File: src/rtl/core/fcr_pkg.sv
// ----------------------------------------------------------------------------
// fcr_pkg
// Shared widths, register indexes and types for the feedback comb reverb.
// ----------------------------------------------------------------------------
package fcr_pkg;

  localparam int SAMPLE_W    = 16;
  localparam int ADDR_W      = 13;
  localparam int STORE_DEPTH = 1 << ADDR_W;
  localparam int DELAY_W     = 13;
  localparam int GAIN_W      = 16;
  localparam int UNITY_Q15   = 32768;
  localparam int CFG_IDX_W   = 4;
  localparam int CFG_DATA_W  = 16;

  localparam logic [CFG_IDX_W-1:0] REG_DELAY_LENGTH = CFG_IDX_W'(0);
  localparam logic [CFG_IDX_W-1:0] REG_WET_GAIN     = CFG_IDX_W'(1);

  typedef logic signed [SAMPLE_W-1:0] sample_t;
  typedef logic [ADDR_W-1:0]          addr_t;
  typedef logic [GAIN_W-1:0]          gain_t;

endpackage

File: src/rtl/core/fcr_mix.sv
// ----------------------------------------------------------------------------
// fcr_mix
// Dry/wet mix: x*(1-wet) >>> 15 plus delayed*wet >>> 16, saturated.
// ----------------------------------------------------------------------------
module fcr_mix (
  input  fcr_pkg::sample_t sample_x,
  input  fcr_pkg::sample_t delayed,
  input  fcr_pkg::gain_t   wet_gain,
  output fcr_pkg::sample_t mix_y
);

  localparam int PROD_W = fcr_pkg::SAMPLE_W + fcr_pkg::GAIN_W + 1;
  localparam int SUM_W  = fcr_pkg::SAMPLE_W + 3;

  fcr_pkg::gain_t            wet;
  fcr_pkg::gain_t            dry;
  logic signed [PROD_W-1:0]  prod_dry;
  logic signed [PROD_W-1:0]  prod_wet;
  logic signed [SUM_W-1:0]   sum;
  logic                      ovf_hi;
  logic                      ovf_lo;

  always_comb begin
    wet = (wet_gain > fcr_pkg::GAIN_W'(fcr_pkg::UNITY_Q15)) ?
          fcr_pkg::GAIN_W'(fcr_pkg::UNITY_Q15) : wet_gain;
    dry = fcr_pkg::GAIN_W'(fcr_pkg::UNITY_Q15) - wet;
    prod_dry = PROD_W'(sample_x) * PROD_W'($signed({1'b0, dry}));
    prod_wet = PROD_W'(delayed) * PROD_W'($signed({1'b0, wet}));
    sum = SUM_W'($signed(prod_dry[PROD_W-1:15])) + SUM_W'($signed(prod_wet[PROD_W-1:16]));
    ovf_hi = !sum[SUM_W-1] && (|sum[SUM_W-2:fcr_pkg::SAMPLE_W-1]);
    ovf_lo = sum[SUM_W-1] && !(&sum[SUM_W-2:fcr_pkg::SAMPLE_W-1]);
    if (ovf_hi) begin
      mix_y = {1'b0, {(fcr_pkg::SAMPLE_W-1){1'b1}}};
    end else if (ovf_lo) begin
      mix_y = {1'b1, {(fcr_pkg::SAMPLE_W-1){1'b0}}};
    end else begin
      mix_y = sum[fcr_pkg::SAMPLE_W-1:0];
    end
  end

endmodule
File: config.mk
export PLATFORM = sky130hd
export DESIGN_NAME = fcr_mix
export DESIGN_NICKNAME = d
export VERILOG_FILES = /design/src/rtl/core/fcr_pkg.sv /design/src/rtl/core/fcr_mix.sv
export SDC_FILE = /design/constraint.sdc
export NUM_CORES = 1
export LEC_CHECK = 0
export BUFFER_PORTS_ARGS = -buffer_cell sky130_fd_sc_hd__buf_2
export CAP_MARGIN = 20
export CORE_ASPECT_RATIO = 1.25
export CORE_UTILIZATION = 37
export DETAILED_ROUTE_END_ITERATION = 6
export SLEW_MARGIN = 5
export SYNTH_ARGS = -nofsm -noshare
export SYNTH_HDL_FRONTEND = slang
export SYNTH_SLANG_ARGS = --single-unit
File: constraint.sdc
create_clock -name vclk -period 17.4
set_input_delay 1.74 -clock vclk [all_inputs]
set_output_delay 1.74 -clock vclk [all_outputs]
set_load 0.03 [all_outputs]
==> out/qor.csv <==
stage,metric,value,unit
status,outcome,"finished, final reports clean",
worst_setup_path,arrival time worst endpoint,12450,ps
finish,layout clock buffer count,0,
min_path,hold crit path type,in -> out,
logic_synthesis,post-synth top area cell,fa_1,
finish,diode count,0,
worst_setup_path,critical path class,in -> out,
global_route,GRT overflow,0,
logic_synthesis,dominant cells by area after synthesis,"fa_1 43%, ha_1 18%, inv_1 10%, and2_1 6.9%, nand2_1 6.2%",
routing,Initial DRT Pass Iterations,5,
worst_setup_path,"Top cell by count, worst path",fa_1,
finish,register area,0,µm²
floorplanning,initial core utilization,37.7,%
placement,RePlAce Congestion,0.869,
timing,Worst Max-Slew Pin Slew,922,ps
finish,"Design Area, Final",18900,µm²
logic_synthesis,Netlist cell types,64,
worst_setup_path,Crit-path slowest cell,xnor2_2,
timing,FMAX,70.5,MHz
global_route,first-pass GRT wire length,76.1,mm
finish,area grow syn2layout,5.56,%
timing,final hold vios,0,
logic_synthesis,Synth Area per Inst,8.71,µm²
floorplanning,width of the die,199,µm
worst_setup_path,Max stage delay on crit path,720,ps
logic_synthesis,Post-Synth Adder-Cell Area,61.3,%
finish,fillers,4887,
finish,seq_cells,0,
cts,post-CTS sizing,0,
routing,number of remaining DRC errors,0,
logic_synthesis,Cells after Synth,2053,
routing,DR vias,13400,
floorplanning,area of the core,47400,µm²
logic_synthesis,syn_nets,2745,
global_route,vias in the first global route,14500,
logic_synthesis,mux contribution to synthesized area,0.0630,%
finish,share of cells above drive strength 1,5.92,%
floorplanning,boundary pin count,64,
placement,DPL Wire Length,37.7,mm
floorplanning,die area,49200,µm²
timing,fin crit period,14190,ps
cts,Post-CTS Setup Inserts,0,
logic_synthesis,Synthesis Warnings,0,
timing,RSZ-0062 raised after global routing,false,
job,max_cap viols,0,
logic_synthesis,combinational family with the most area after synthesis,adder cells,
timing,count of final setup violators,0,
worst_setup_path,worst-path maximum fanout,16,
global_route,initial antenna violation count,0,
placement,Placed Area,18900,µm²
finish,most frequent cells in the layout,"477 x inv_1, 387 x fa_1, 296 x nand2_1, 257 x ha_1, 196 x and2_1",
timing,WHS,4960,ps
finish,"most common cell after layout, fill and taps aside",inv_1,
logic_synthesis,Compound-Gate Fraction of Synth Area,6.10,%
routing,Routed WL,46.1,mm
floorplanning,Vert. Die Dim,248,µm
finish,"Net count, final",2756,
logic_synthesis,Post-Syn Area,17900,µm²
timing,max-slew violations,0,
cts,Post-CTS Hold Fix Bufs,0,
min_path,WHS Path Cells,11,
routing,Detailed Route Iter0 Violations,583,
global_route,total global-route track usage,19.7,%
timing,relative slew slack,38.4,%
finish,Util after Layout,39.8,%
logic_synthesis,"Seq/Total Area, Yosys",0,%
routing,Final ANT Viol Nets,0,
timing,fin crit share,81.6,%
logic_synthesis,post-synth top area share,43.3,%
logic_synthesis,simple-gate share of the synthesized area,17.2,%
logic_synthesis,Post-Synth XOR/XNOR Area,3.34,%
timing,Setup TNS,0,ps
floorplanning,Std-Cell Rows,89,
global_route,largest net degree at the start of global routing,38,
worst_setup_path,Worst Setup Start Kind,primary input,
routing,WL/cell,17.1,µm
worst_setup_path,Required @ worst endpoint,15660,ps
placement,port bufs,64,
worst_setup_path,CP Capture Type,output port,
routing,vias per cell,4.96,
[cells by family after synthesis]
| logic type | after synthesis |
|---|---|
| AO/OA/AOI/OAI | 158 |
| XOR/XNOR | 64 |
| adder cells (fa/ha/maj) | 644 |
| buffers and inverters | 560 |
| multiplexers | 1 |
| AND/OR/NAND/NOR | 626 |
[path summary, 6_finish.rpt]
path                     start        end
setup / recovery   wet_gain[2]  mix_y[13]
hold / removal    sample_x[15]  mix_y[15]
[cells in the mapped netlist (6+ instances only)]
library cell  instances
ha_1                257
a21o_1               36
nor2b_1              18
xor2_1               19
xnor2_1              40
inv_1               477
clkbuf_1             67
o21a_1               12
buf_4                 6
nand2b_1             22
nor2_1               45
a21oi_1              44
o21ai_0              14
nand2_1             296
nand3_1               8
fa_1                387
nor3_1                6
and2_1              196
nand4_1               8
[final cells by class]
type / count / area (µm²) / share of cell area (%)
timing repair buffer: 91 / 523 / 2.77
tap: 637 / 797 / 4.22
multi-input combinational: 1493 / 15800 / 83.5
inverter: 478 / 1790 / 9.50
[worst max-delay path: cells and delay by family]
family                     cells  cell delay, ps
adders and majority gates      8            3520
and+or+nand+nor               11            2860
AOI/OAI and AO/OA             12            3040
xor gates and xnor gates       2             800
buffers and inverters          5             480
[per-layer routing]
layer  global-route usage, %  share of wire (%)  wire [µm]
met1                    24.8                 41      18800
met2                    35.7                 51      23700
met3                    1.90                4.6       2140
met4                    5.34                3.2       1500
met5                       0                  0          0
[metrics by stage]
stage / setup WS (ps) / cells
CTS: 3280 / 2699
finish: 3210 / 2699
global placement: 3510 / 2699
floorplan: 4720 / 2053
global route: 2630 / 2699
detailed placement: 3310 / 2699
Power is left out: the tool's default activity adds up to more than one toggle a clock period on the data nets, which glitch-free logic cannot reach.
